$ cat src/rtl/ptp_pkg.sv
package ptp_pkg;

	// Field widths fixed by the interface
	localparam int OP_W     = 3;
	localparam int ID_W     = 32;
	localparam int PORT_PAY_W = 32;
	localparam int PRIO_W   = 16;
	localparam int STATUS_W = 2;

	localparam int DEF_CAPACITY      = 16;
	localparam int DEF_PAYLOAD_WIDTH = 32;

	typedef logic [OP_W-1:0]     op_t;
	typedef logic [STATUS_W-1:0] status_t;
	typedef logic [PRIO_W-1:0]   prio_t;
	typedef logic [ID_W-1:0]     id_t;

	localparam op_t OP_ADD         = 3'd0;
	localparam op_t OP_PROMOTE     = 3'd1;
	localparam op_t OP_GET_MAX     = 3'd2;
	localparam op_t OP_POP_MAX     = 3'd3;
	localparam op_t OP_IS_VALID    = 3'd4;
	localparam op_t OP_GET_PAYLOAD = 3'd5;

	localparam status_t ST_OK      = 2'd0;
	localparam status_t ST_FULL    = 2'd1;
	localparam status_t ST_EMPTY   = 2'd2;
	localparam status_t ST_UNKNOWN = 2'd3;

	localparam prio_t PRIO_MAX = {PRIO_W{1'b1}};

	// Controller to datapath
	typedef struct packed {
		logic clear_wr;
		logic start;
		logic rd_en;
		logic commit;
	} cmd_t;

	// Datapath to controller
	typedef struct packed {
		logic out_free;
	} stat_t;

endpackage

$ cat src/rtl/ptp_if.sv
interface ptp_req_if import ptp_pkg::*; ();
	logic                  valid;
	logic                  ready;
	op_t                   operation;
	id_t                   entry_id;
	logic [PORT_PAY_W-1:0] payload_in;

	modport source (output valid, output operation, output entry_id, output payload_in,
		input ready);
	modport sink (input valid, input operation, input entry_id, input payload_in,
		output ready);
endinterface

interface ptp_rsp_if import ptp_pkg::*; ();
	logic                  valid;
	logic                  ready;
	status_t               status;
	id_t                   id_out;
	logic [PORT_PAY_W-1:0] payload_out;
	prio_t                 priority_out;
	logic                  is_valid_out;

	modport source (output valid, output status, output id_out, output payload_out,
		output priority_out, output is_valid_out, input ready);
	modport sink (input valid, input status, input id_out, input payload_out,
		input priority_out, input is_valid_out, output ready);
endinterface

$ cat src/rtl/ptp_ctrl.sv
module ptp_ctrl import ptp_pkg::*; #(
	parameter int CAPACITY = DEF_CAPACITY,
	localparam int AW = (CAPACITY > 1) ? $clog2(CAPACITY) : 1
) (
	input  logic          clk,
	input  logic          arst_n,
	input  logic          req_valid,
	output logic          req_ready,
	input  stat_t         stat,
	output cmd_t          cmd,
	output logic [AW-1:0] addr
);

	localparam logic [2:0] S_CLEAR = 3'd0;
	localparam logic [2:0] S_IDLE  = 3'd1;
	localparam logic [2:0] S_SCAN  = 3'd2;
	localparam logic [2:0] S_DRAIN = 3'd3;
	localparam logic [2:0] S_WRITE = 3'd4;

	localparam logic [AW-1:0] LAST = AW'(CAPACITY - 1);

	logic [2:0]    state_q;
	logic [AW-1:0] cnt_q;

	always_ff @(posedge clk or negedge arst_n) begin
		if (!arst_n) begin
			state_q <= S_CLEAR;
			cnt_q   <= '0;
		end else begin
			case (state_q)
				S_CLEAR: begin
					if (cnt_q == LAST) begin
						cnt_q   <= '0;
						state_q <= S_IDLE;
					end else begin
						cnt_q <= cnt_q + 1'b1;
					end
				end
				S_IDLE: begin
					if (req_valid) begin
						cnt_q   <= '0;
						state_q <= S_SCAN;
					end
				end
				S_SCAN: begin
					if (cnt_q == LAST) begin
						cnt_q   <= '0;
						state_q <= S_DRAIN;
					end else begin
						cnt_q <= cnt_q + 1'b1;
					end
				end
				S_DRAIN: state_q <= S_WRITE;
				S_WRITE: begin
					if (stat.out_free) state_q <= S_IDLE;
				end
				default: state_q <= S_CLEAR;
			endcase
		end
	end

	always_comb begin
		cmd          = '0;
		cmd.clear_wr = (state_q == S_CLEAR);
		cmd.start    = (state_q == S_IDLE) && req_valid;
		cmd.rd_en    = (state_q == S_SCAN);
		cmd.commit   = (state_q == S_WRITE) && stat.out_free;
	end

	assign req_ready = (state_q == S_IDLE);
	assign addr      = cnt_q;

endmodule

$ cat src/rtl/ptp_dp.sv
module ptp_dp import ptp_pkg::*; #(
	parameter int CAPACITY      = DEF_CAPACITY,
	parameter int PAYLOAD_WIDTH = DEF_PAYLOAD_WIDTH,
	localparam int AW = (CAPACITY > 1) ? $clog2(CAPACITY) : 1
) (
	input  logic                  clk,
	input  logic                  arst_n,
	input  cmd_t                  cmd,
	input  logic [AW-1:0]         addr,
	output stat_t                 stat,
	input  op_t                   operation,
	input  id_t                   entry_id,
	input  logic [PORT_PAY_W-1:0] payload_in,
	output logic                  rsp_valid,
	input  logic                  rsp_ready,
	output status_t               status,
	output id_t                   id_out,
	output logic [PORT_PAY_W-1:0] payload_out,
	output prio_t                 priority_out,
	output logic                  is_valid_out
);

	localparam int SW = (PAYLOAD_WIDTH < PORT_PAY_W) ? PAYLOAD_WIDTH : PORT_PAY_W;

	// Slot table
	logic          used_mem [CAPACITY];
	logic [SW-1:0] pay_mem  [CAPACITY];
	prio_t         pri_mem  [CAPACITY];
	id_t           seq_mem  [CAPACITY];

	// Captured request
	op_t           op_q;
	id_t           id_q;
	logic [SW-1:0] pay_q;
	id_t           next_seq_q;

	// Read stage
	logic          eval_s1;
	logic [AW-1:0] idx_s1;
	logic          used_s1;
	logic [SW-1:0] pay_s1;
	prio_t         pri_s1;
	id_t           seq_s1;

	// Selected slot
	logic          sel_fnd_q;
	logic [AW-1:0] sel_idx_q;
	logic [SW-1:0] sel_pay_q;
	prio_t         sel_pri_q;
	id_t           sel_seq_q;

	logic          take;
	prio_t         pri_inc;
	logic          wr_en;
	logic [AW-1:0] wr_addr;
	logic          wr_used;
	logic [SW-1:0] wr_pay;
	prio_t         wr_pri;
	id_t           wr_seq;

	status_t               res_status;
	id_t                   res_id;
	logic [PORT_PAY_W-1:0] res_pay;
	prio_t                 res_pri;
	logic                  res_valid;

	always_ff @(posedge clk) begin
		if (cmd.start) begin
			op_q  <= operation;
			id_q  <= entry_id;
			pay_q <= payload_in[SW-1:0];
		end
	end

	// Per-slot pick rule: first free slot, first id match, or running maximum
	always_comb begin
		take = 1'b0;
		if (op_q == OP_ADD) begin
			take = !sel_fnd_q && !used_s1;
		end else if (op_q inside {OP_PROMOTE, OP_IS_VALID, OP_GET_PAYLOAD}) begin
			take = !sel_fnd_q && used_s1 && (seq_s1 == id_q);
		end else if (op_q inside {OP_GET_MAX, OP_POP_MAX}) begin
			take = used_s1 && (!sel_fnd_q || (pri_s1 > sel_pri_q) ||
				((pri_s1 == sel_pri_q) && (seq_s1 > sel_seq_q)));
		end
	end

	always_ff @(posedge clk or negedge arst_n) begin
		if (!arst_n) begin
			eval_s1    <= 1'b0;
			sel_fnd_q  <= 1'b0;
			next_seq_q <= '0;
		end else begin
			eval_s1 <= cmd.rd_en;
			if (cmd.start) begin
				sel_fnd_q <= 1'b0;
			end else if (eval_s1 && take) begin
				sel_fnd_q <= 1'b1;
			end
			if (cmd.commit && (op_q == OP_ADD) && sel_fnd_q) begin
				next_seq_q <= next_seq_q + 1'b1;
			end
		end
	end

	always_ff @(posedge clk) begin
		idx_s1 <= addr;
		if (eval_s1 && take) begin
			sel_idx_q <= idx_s1;
			sel_pay_q <= pay_s1;
			sel_pri_q <= pri_s1;
			sel_seq_q <= seq_s1;
		end
	end

	assign pri_inc = (sel_pri_q == PRIO_MAX) ? sel_pri_q : sel_pri_q + 1'b1;

	always_comb begin
		wr_en   = 1'b0;
		wr_addr = sel_idx_q;
		wr_used = 1'b1;
		wr_pay  = sel_pay_q;
		wr_pri  = sel_pri_q;
		wr_seq  = sel_seq_q;
		if (cmd.clear_wr) begin
			wr_en   = 1'b1;
			wr_addr = addr;
			wr_used = 1'b0;
			wr_pay  = '0;
			wr_pri  = '0;
			wr_seq  = '0;
		end else if (cmd.commit && sel_fnd_q) begin
			case (op_q)
				OP_ADD: begin
					wr_en  = 1'b1;
					wr_pay = pay_q;
					wr_pri = '0;
					wr_seq = next_seq_q;
				end
				OP_PROMOTE: begin
					wr_en  = 1'b1;
					wr_pri = pri_inc;
				end
				OP_POP_MAX: begin
					wr_en   = 1'b1;
					wr_used = 1'b0;
				end
				default: wr_en = 1'b0;
			endcase
		end
	end

	always_ff @(posedge clk) begin
		if (wr_en) begin
			used_mem[wr_addr] <= wr_used;
			pay_mem[wr_addr]  <= wr_pay;
			pri_mem[wr_addr]  <= wr_pri;
			seq_mem[wr_addr]  <= wr_seq;
		end
		if (cmd.rd_en) begin
			used_s1 <= used_mem[addr];
			pay_s1  <= pay_mem[addr];
			pri_s1  <= pri_mem[addr];
			seq_s1  <= seq_mem[addr];
		end
	end

	always_comb begin
		res_status = ST_OK;
		res_id     = '0;
		res_pay    = '0;
		res_pri    = '0;
		res_valid  = 1'b0;
		case (op_q)
			OP_ADD: begin
				if (sel_fnd_q) begin
					res_id    = next_seq_q;
					res_valid = 1'b1;
				end else begin
					res_status = ST_FULL;
				end
			end
			OP_PROMOTE, OP_GET_PAYLOAD: begin
				res_id = id_q;
				if (sel_fnd_q) begin
					res_pay   = PORT_PAY_W'(sel_pay_q);
					res_pri   = (op_q == OP_PROMOTE) ? pri_inc : sel_pri_q;
					res_valid = 1'b1;
				end else begin
					res_status = ST_UNKNOWN;
				end
			end
			OP_GET_MAX, OP_POP_MAX, OP_IS_VALID: begin
				if (sel_fnd_q) begin
					res_id    = sel_seq_q;
					res_pay   = PORT_PAY_W'(sel_pay_q);
					res_pri   = sel_pri_q;
					res_valid = 1'b1;
				end else if (op_q != OP_IS_VALID) begin
					res_status = ST_EMPTY;
				end
			end
			default: res_status = ST_OK;
		endcase
	end

	always_ff @(posedge clk or negedge arst_n) begin
		if (!arst_n) begin
			rsp_valid <= 1'b0;
		end else if (cmd.commit) begin
			rsp_valid <= 1'b1;
		end else if (rsp_ready) begin
			rsp_valid <= 1'b0;
		end
	end

	always_ff @(posedge clk) begin
		if (cmd.commit) begin
			status       <= res_status;
			id_out       <= res_id;
			payload_out  <= res_pay;
			priority_out <= res_pri;
			is_valid_out <= res_valid;
		end
	end

	assign stat.out_free = !rsp_valid || rsp_ready;

endmodule

$ cat src/rtl/priority_table_with_promote.sv
// Max-priority table with promote. Each request is one operation on a table of
// CAPACITY slots (add, promote, get max, pop max, is valid, get payload) and
// returns exactly one response. Add stores a payload at priority 0 and returns a
// fresh 32-bit id (a wrapping sequence number); get/pop max pick the highest
// priority, newest id on a tie. Each request runs from acceptance to the next
// acceptance through these steps: take the request, read the slot table once
// per slot, let the last read land, then write back and load the response
// register. A response may wait in the output register while the next request
// is taken; the write back then holds until that response is taken. After reset
// the block clears every slot of the table and holds req.ready low meanwhile.
module priority_table_with_promote import ptp_pkg::*; #(
	parameter int CAPACITY      = DEF_CAPACITY,
	parameter int PAYLOAD_WIDTH = DEF_PAYLOAD_WIDTH
) (
	input logic        clk,
	input logic        arst_n,
	ptp_req_if.sink    req,
	ptp_rsp_if.source  rsp
);

	localparam int AW = (CAPACITY > 1) ? $clog2(CAPACITY) : 1;

	cmd_t          cmd;
	stat_t         stat;
	logic [AW-1:0] addr;

	// Sequencer: clearing pass, slot scan, write back
	ptp_ctrl #(
		.CAPACITY (CAPACITY)
	) u_ctrl (
		.clk       (clk),
		.arst_n    (arst_n),
		.req_valid (req.valid),
		.req_ready (req.ready),
		.stat      (stat),
		.cmd       (cmd),
		.addr      (addr)
	);

	// Slot memory, selection trackers and response register
	ptp_dp #(
		.CAPACITY      (CAPACITY),
		.PAYLOAD_WIDTH (PAYLOAD_WIDTH)
	) u_dp (
		.clk          (clk),
		.arst_n       (arst_n),
		.cmd          (cmd),
		.addr         (addr),
		.stat         (stat),
		.operation    (req.operation),
		.entry_id     (req.entry_id),
		.payload_in   (req.payload_in),
		.rsp_valid    (rsp.valid),
		.rsp_ready    (rsp.ready),
		.status       (rsp.status),
		.id_out       (rsp.id_out),
		.payload_out  (rsp.payload_out),
		.priority_out (rsp.priority_out),
		.is_valid_out (rsp.is_valid_out)
	);

endmodule

$ cat src/flat_wrapper.sv
// flat-port wrapper written by rule: the top's interface ports become plain ports
module priority_table_with_promote_flat import ptp_pkg::*;
#(
	parameter int CAPACITY      = DEF_CAPACITY,
	parameter int PAYLOAD_WIDTH = DEF_PAYLOAD_WIDTH
)
  (clk, arst_n, req_valid, req_operation, req_entry_id, req_payload_in, req_ready, rsp_valid, rsp_status, rsp_id_out, rsp_payload_out, rsp_priority_out, rsp_is_valid_out, rsp_ready);
  ptp_req_if req_i ();
  ptp_rsp_if rsp_i ();
  input logic clk;
  input logic arst_n;
  input wire logic [$bits(req_i.valid)-1:0] req_valid;
  input wire logic [$bits(req_i.operation)-1:0] req_operation;
  input wire logic [$bits(req_i.entry_id)-1:0] req_entry_id;
  input wire logic [$bits(req_i.payload_in)-1:0] req_payload_in;
  output wire logic [$bits(req_i.ready)-1:0] req_ready;
  output wire logic [$bits(rsp_i.valid)-1:0] rsp_valid;
  output wire logic [$bits(rsp_i.status)-1:0] rsp_status;
  output wire logic [$bits(rsp_i.id_out)-1:0] rsp_id_out;
  output wire logic [$bits(rsp_i.payload_out)-1:0] rsp_payload_out;
  output wire logic [$bits(rsp_i.priority_out)-1:0] rsp_priority_out;
  output wire logic [$bits(rsp_i.is_valid_out)-1:0] rsp_is_valid_out;
  input wire logic [$bits(rsp_i.ready)-1:0] rsp_ready;
  assign req_i.valid = req_valid;
  assign req_i.operation = req_operation;
  assign req_i.entry_id = req_entry_id;
  assign req_i.payload_in = req_payload_in;
  assign req_ready = req_i.ready;
  assign rsp_valid = rsp_i.valid;
  assign rsp_status = rsp_i.status;
  assign rsp_id_out = rsp_i.id_out;
  assign rsp_payload_out = rsp_i.payload_out;
  assign rsp_priority_out = rsp_i.priority_out;
  assign rsp_is_valid_out = rsp_i.is_valid_out;
  assign rsp_i.ready = rsp_ready;
  priority_table_with_promote #(.CAPACITY(CAPACITY), .PAYLOAD_WIDTH(PAYLOAD_WIDTH)) u_core (.clk(clk), .arst_n(arst_n), .req(req_i), .rsp(rsp_i));
endmodule
$ cat config.mk
export PLATFORM = sky130hd
export DESIGN_NAME = priority_table_with_promote_flat
export DESIGN_NICKNAME = d
export VERILOG_FILES = /design/src/rtl/ptp_pkg.sv /design/src/rtl/ptp_if.sv /design/src/rtl/ptp_ctrl.sv /design/src/rtl/ptp_dp.sv /design/src/rtl/priority_table_with_promote.sv /design/src/flat_wrapper.sv
export SDC_FILE = /design/constraint.sdc
export NUM_CORES = 2
export LEC_CHECK = 0
export BUFFER_PORTS_ARGS = -buffer_cell sky130_fd_sc_hd__buf_4
export CAP_MARGIN = 0
export CORE_ASPECT_RATIO = 2
export CORE_UTILIZATION = 62
export DETAILED_ROUTE_END_ITERATION = 8
export PLACE_DENSITY = 0.91
export SLEW_MARGIN = 20
export SYNTH_ARGS = -nofsm -noshare
export SYNTH_HDL_FRONTEND = slang
export SYNTH_HIERARCHICAL = 1
export SYNTH_SLANG_ARGS = --single-unit
export TNS_END_PERCENT = 5
$ cat constraint.sdc
create_clock -name clk -period 10 [get_ports clk]
set_input_delay 0 -clock clk [delete_from_list [all_inputs] [get_ports clk]]
set_output_delay 0 -clock clk [all_outputs]
set_load 0.02 [all_outputs]
==> After elaboration in Yosys (flattened, before gate mapping) <==
Memory sizes are Yosys's and may differ from the RTL's. A register that Yosys moved wholly into a read port is not among the register bits.
Cells that the tools add are included.
Widths: inputs -> output; s select.
{ "word_totals": {"reg_bits": 280, "ram_bits": 1296, "input_bits": 71, "memories": 4} }
{ "classes": {"add_sub_neg": 3, "n_lt_le_gt_ge": 2, "eq_ne": 18, "muxes": 47, "n_reduce_logical": 33} }
{ "memory_table": {"columns": ["memory", "words", "word_bits", "rd", "rd_ports_with_merged_regs", "write_ports", "line_no", "rtl"], "rows": [
  ["u_core.u_dp.pay_mem", 16, 32, 1, 1, 1, "ptp_dp.sv:27", "logic [SW-1:0] pay_mem [CAPACITY];"],
  ["u_core.u_dp.seq_mem", 16, 32, 1, 1, 1, "ptp_dp.sv:29", "id_t seq_mem [CAPACITY];"],
  ["u_core.u_dp.pri_mem", 16, 16, 1, 1, 1, "ptp_dp.sv:28", "prio_t pri_mem [CAPACITY];"],
  ["u_core.u_dp.used_mem", 16, 1, 1, 1, 1, "ptp_dp.sv:26", "logic used_mem [CAPACITY];"]
]} }
{ "op_table": {"columns": ["cell", "count"], "rows": [
  ["$mux 32", 8],
  ["$mux 16", 6],
  ["$pmux 32 s3", 1],
  ["$pmux 16 s2", 2],
  ["$add 32x1->32 const B", 1],
  ["$eq 32x32->1", 1],
  ["$gt 32x32->1", 1],
  ["$mux 1", 17],
  ["$add 16x1->16 const B", 1],
  ["$eq 16x16->1", 1],
  ["$eq 16x16->1 const B", 1],
  ["$gt 16x16->1", 1],
  ["$pmux 3 s5", 1],
  ["$eq 3x2->1 const B", 4],
  ["$mux 3", 4],
  ["$mux 4", 3],
  ["$logic_and 1x1->1", 11],
  ["$eq 3x3->1 const B", 3],
  ["$pmux 4 s2", 1],
  ["$reduce_bool 2->1", 4],
  ["$eq 3x1->1 const B", 2],
  ["$logic_not 3->1", 2],
  ["$mux 2", 3],
  ["$ne 2x2->1 const B", 3],
  ["14 further kinds", 21]
]} }

==> Depth between registers and ports, before layout <==
{ "logic_depth": {"ltp_word": 10, "depth_mapped": 10, "depth_no_buf": 8} }

==> Cells and area by module <==
The synthesis kept the hierarchy.
{ "by_module_without_submodules": {"columns": ["module", "n_inst", "cells_each", "area_each_um2"], "rows": [
  ["ptp_dp", 1, 3036, 64003.9],
  ["ptp_ctrl", 1, 39, 382.9]
]} }

==> Worst setup path after synthesis <==
Ideal clock, no wire load.
{ "synth_path": {"kind": "reg-to-reg", "startpoint": "register u_core.u_dp.rsp_valid", "endpoint": "memory u_core/u_dp/pay_mem[7][0] (netlist bit), enable pin", "setup_ns": 0.521, "t_arrival_ns": 6.986, "slack_ns": 2.493, "stages_incl_launch_ff": 9, "synth_period_minus_slack_ns": 7.507, "path_cell_list": "dfrtp_1 -> nand2b_1 -> and3_1 -> and3b_1 -> buf_2 -> and2_1 -> nand2_1 -> o22a_1 -> nor2_1"} }
{ "synth_rtl": {"columns": ["element", "line_no", "rtl"], "rows": [
  ["from (decl)", "ptp_dp.sv:14", "output logic rsp_valid,"],
  ["from (signal assigned)", "ptp_dp.sv:209", "rsp_valid <= 1'b0;"],
  ["from (signal assigned)", "ptp_dp.sv:211", "rsp_valid <= 1'b1;"],
  ["from (signal assigned)", "ptp_dp.sv:213", "rsp_valid <= 1'b0;"],
  ["to (decl)", "ptp_dp.sv:27", null]
]} }

==> flow_summary.json <==
{
  "drc": 0,
  "p_leak_uw": 0.0242,
  "final_cell_mix": "edfxtp_1 (1611), mux4_2 (405), buf_4 (217)",
  "met2_length_um": 90200,
  "hold_viol": 0,
  "yosysTopAreaCell": "edfxtp_1",
  "rows": 166,
  "drive_gt1_share_pct": 26.2,
  "worstSkewPairLatency_ns": 0.78,
  "cts_resized": 0,
  "ir_drop_uv": 269,
  "critPathKind": "reg2reg",
  "wl_met3_um": 23300,
  "p_per_area_nw_per_um2": 305,
  "startpoint_type": "flop",
  "gr-total-overflow": 0,
  "slew_headroom_pct": 11.6,
  "area_growth_pct": 13.9,
  "synth_top_area_share_pct": 75.1,
  "dr.first_iter.drc_count": 7320,
  "cp-end-kind": "flop",
  "cts_tree": "done",
  "synth_seq_cells": 1657,
  "cts_root_buffer": "clkbuf_16",
  "placed_cells": 4483,
  "synth_area_per_cell_um2": 20.9,
  "grt_pass1_wl_um": 264000,
  "cts.path.max_buffers": 3,
  "path_clk_slew_ns": 0.09,
  "ant_nets": 0,
  "synth_cell_types": 69,
  "die_h_um": 458,
  "synth.area.top_cells": "edfxtp_1 (75%), mux4_2 (14%), dfrtp_1 (1.6%)",
  "cap_violations": 0,
  "synthFlopType": "edfxtp_1",
  "final_cell_count_no_fill": 4866,
  "period_share_pct": 54.1,
  "tns_ns": 0,
  "setup_viol": 0,
  "routedWlPerCell_um": 38.1,
  "coreArea_um2": 103000,
  "numPortBuffers": 155,
  "syn_area_um2": 64400,
  "routabilityCongestion": 0.928,
  "seq_area_frac_synth_pct": 76.9,
  "hpwl_um": 88900,
  "ioPinCount": 156,
  "slew_violations": 0,
  "vias": 36700,
  "synth-edff-count": 1611,
  "layout_commonest_cell": "edfxtp_1",
  "firstDrtPassIters": 9,
  "start_util_pct": 62.8,
  "h-tree-depth": 4,
  "synthCells": 3075,
  "grt_max_degree": 181,
  "rsz0062_at_grt": "no",
  "worst_ep_required_time_ns": 10.40,
  "grt_pass1_vias": 36800,
  "post_cts_buffers": 0,
  "status": "complete, no violations",
  "vias_per_cell": 7.54,
  "cts_inserted_buffers": 134,
  "crit_fanout": 58,
  "chipWidth_um": 230,
  "hp-class": "in2reg",
  "gr-usage-all-layers_pct": 35.7,
  "max_freq_ghz": 0.185,
  "cts.sinks": 1657,
  "async_flop_share_pct": 2.53,
  "highest_layer": "met5",
  "dieArea_um2": 105000,
  "max_slew.worst_pin.slew_ns": 1.33,
  "antenna_found_initial": 5,
  "ys.warnings.count": 6,
  "period_minus_slack_ns": 5.41,
  "skew_ns": 0.0370,
  "syn_nets": 3201,
  "drt_wl_total_um": 185000,
  "wl_met1_um": 58000,
  "critPathArrivalTime_ns": 5.81,
  "num-nets-final": 3541
}
## metal layers
layer | vias to the layer above | global-route usage (%)
met5 | - | 0
met2 | 4149 | 57.5
met1 | 18200 | 45.0
li1 | 13300 | -
met3 | 995 | 7.23
met4 | 6 | 21.5
## cells by family after synthesis
logic type,after synthesis,synth area share (%)
DFF,1657,76.9
buffers and inverters,211,1.33
AOI/OAI and AO/OA,231,2.33
and+or+nand+nor,452,3.34
adders and majority gates,55,1.07
xor gates and xnor gates,63,0.857
muxes,406,14.2
## metrics by stage
step | instance area, um^2 | power (uW) | worst slack (ns) | utilization, % | hold WS, ns
after floorplan | 64400 | 14200 | 2.49 | - | -0.296
after global placement | 67300 | 15800 | 5.46 | 65.6 | 0.0422
after detailed placement | 67300 | 16300 | 5.17 | 65.6 | 0.0554
after CTS | 73200 | 22100 | 4.98 | 71.3 | 0.00358
after global routing | 73400 | 22700 | 4.71 | 71.5 | 0.138
final | 73400 | 22400 | 4.59 | 71.5 | 0.123
## synth_stat cells (3+ instances only)
| library cell | number |
|---|---|
| clkbuf_1 | 101 |
| a31oi_1 | 6 |
| xor2_1 | 38 |
| dfrtp_1 | 42 |
| o31ai_1 | 4 |
| nor4_1 | 16 |
| ha_1 | 55 |
| nand2b_1 | 6 |
| a2111oi_0 | 3 |
| nor3_2 | 4 |
| buf_2 | 45 |
| o21a_1 | 4 |
| dfxtp_1 | 4 |
| nor2_1 | 92 |
| edfxtp_1 | 1611 |
| a222oi_1 | 32 |
| and3_1 | 16 |
| or4_1 | 3 |
| a211o_1 | 3 |
| a21oi_1 | 114 |
| nor3_1 | 16 |
| nand3_1 | 33 |
| nand2_1 | 182 |
| nor2b_1 | 3 |
| a41oi_1 | 3 |
| nand4_1 | 25 |
| mux4_2 | 405 |
| inv_1 | 54 |
| o21ai_0 | 28 |
| buf_1 | 8 |
| xnor2_1 | 25 |
| a21o_1 | 4 |
| nor3b_1 | 3 |
| and2_1 | 37 |
| a221o_1 | 5 |
## where the power goes
part | total (uW) | internal, uW | switching [uW] | leakage [uW]
combinational | 6220 | 2420 | 3810 | 0.00649
clock | 5580 | 3040 | 2540 | 0.00220
sequential | 10500 | 9810 | 733 | 0.0155
## registers in the layout (all words and copies together), names as in the netlist, 4 cells and up
name	cells
u_core/u_dp/priority_out	16
u_core/u_dp/sel_idx_q	4
u_core/u_dp/seq_s1	32
u_core/u_dp/pay_q	32
u_core/u_dp/id_q	32
u_core/u_dp/pri_mem	256
u_core/u_ctrl/addr	4
u_core/u_dp/used_mem	16
u_core/u_dp/payload_out	32
u_core/u_dp/pri_s1	16
u_core/u_dp/sel_pay_q	32
u_core/u_dp/seq_mem	512
u_core/u_dp/pay_s1	32
u_core/u_dp/id_out	32
u_core/u_dp/idx_s1	4
u_core/u_dp/next_seq_q	32
u_core/u_dp/pay_mem	512
u_core/u_dp/sel_seq_q	32
u_core/u_dp/sel_pri_q	16
## worst paths after layout
kind | from | endpoint | slack, ns | cells past startpoint
setup / recovery | u_core/u_ctrl/state_q[0] | u_core/u_dp/seq_mem[0][18] | 4.59 | 7
hold / removal | req_valid | u_core/u_ctrl/state_q[1] | 0.12 | 4
setup reg to reg | u_core/u_ctrl/state_q[0] | u_core/u_dp/seq_mem[0][18] | 4.59 | 7
hold reg to reg | u_core/u_dp/pay_s1[15] | u_core/u_dp/sel_pay_q[15] | 0.42 | 0
max in group asynchronous | arst_n | u_core/u_ctrl/addr[3] | 9.43 | 4
min in group asynchronous | arst_n | u_core/u_dp/next_seq_q[10] | 0.30 | 4
## worst max-delay path, cell delays in order (launching register included)
cell and delay (ns):
dfrtp_1 0.59, nor3_2 0.31, buf_4 0.37, buf_4 1.05, a21oi_1 0.61, nor2_4 0.59, buf_4 0.69, buf_4 0.71
## repair_timing
action / in CTS / in global routing
hold endpoints to repair: 157 / 1
setup endpoints to repair: 0 / 0
hold buffers: 138 / 1
## layout make-up
| cell class | count | area (um^2) |
|---|---|---|
| diodes | 4 | 10.0 |
| clock buffers | 155 | 3600 |
| clock inverters | 84 | 875 |
| fillers | 5292 | 29200 |
| inverters | 55 | 206 |
| multi-input cells | 1207 | 14400 |
| flip-flops and latches | 1657 | 49500 |
| well taps | 1344 | 1680 |
| repair buffers | 360 | 3110 |
No activity file was read; power rests on OpenSTA's default activity.
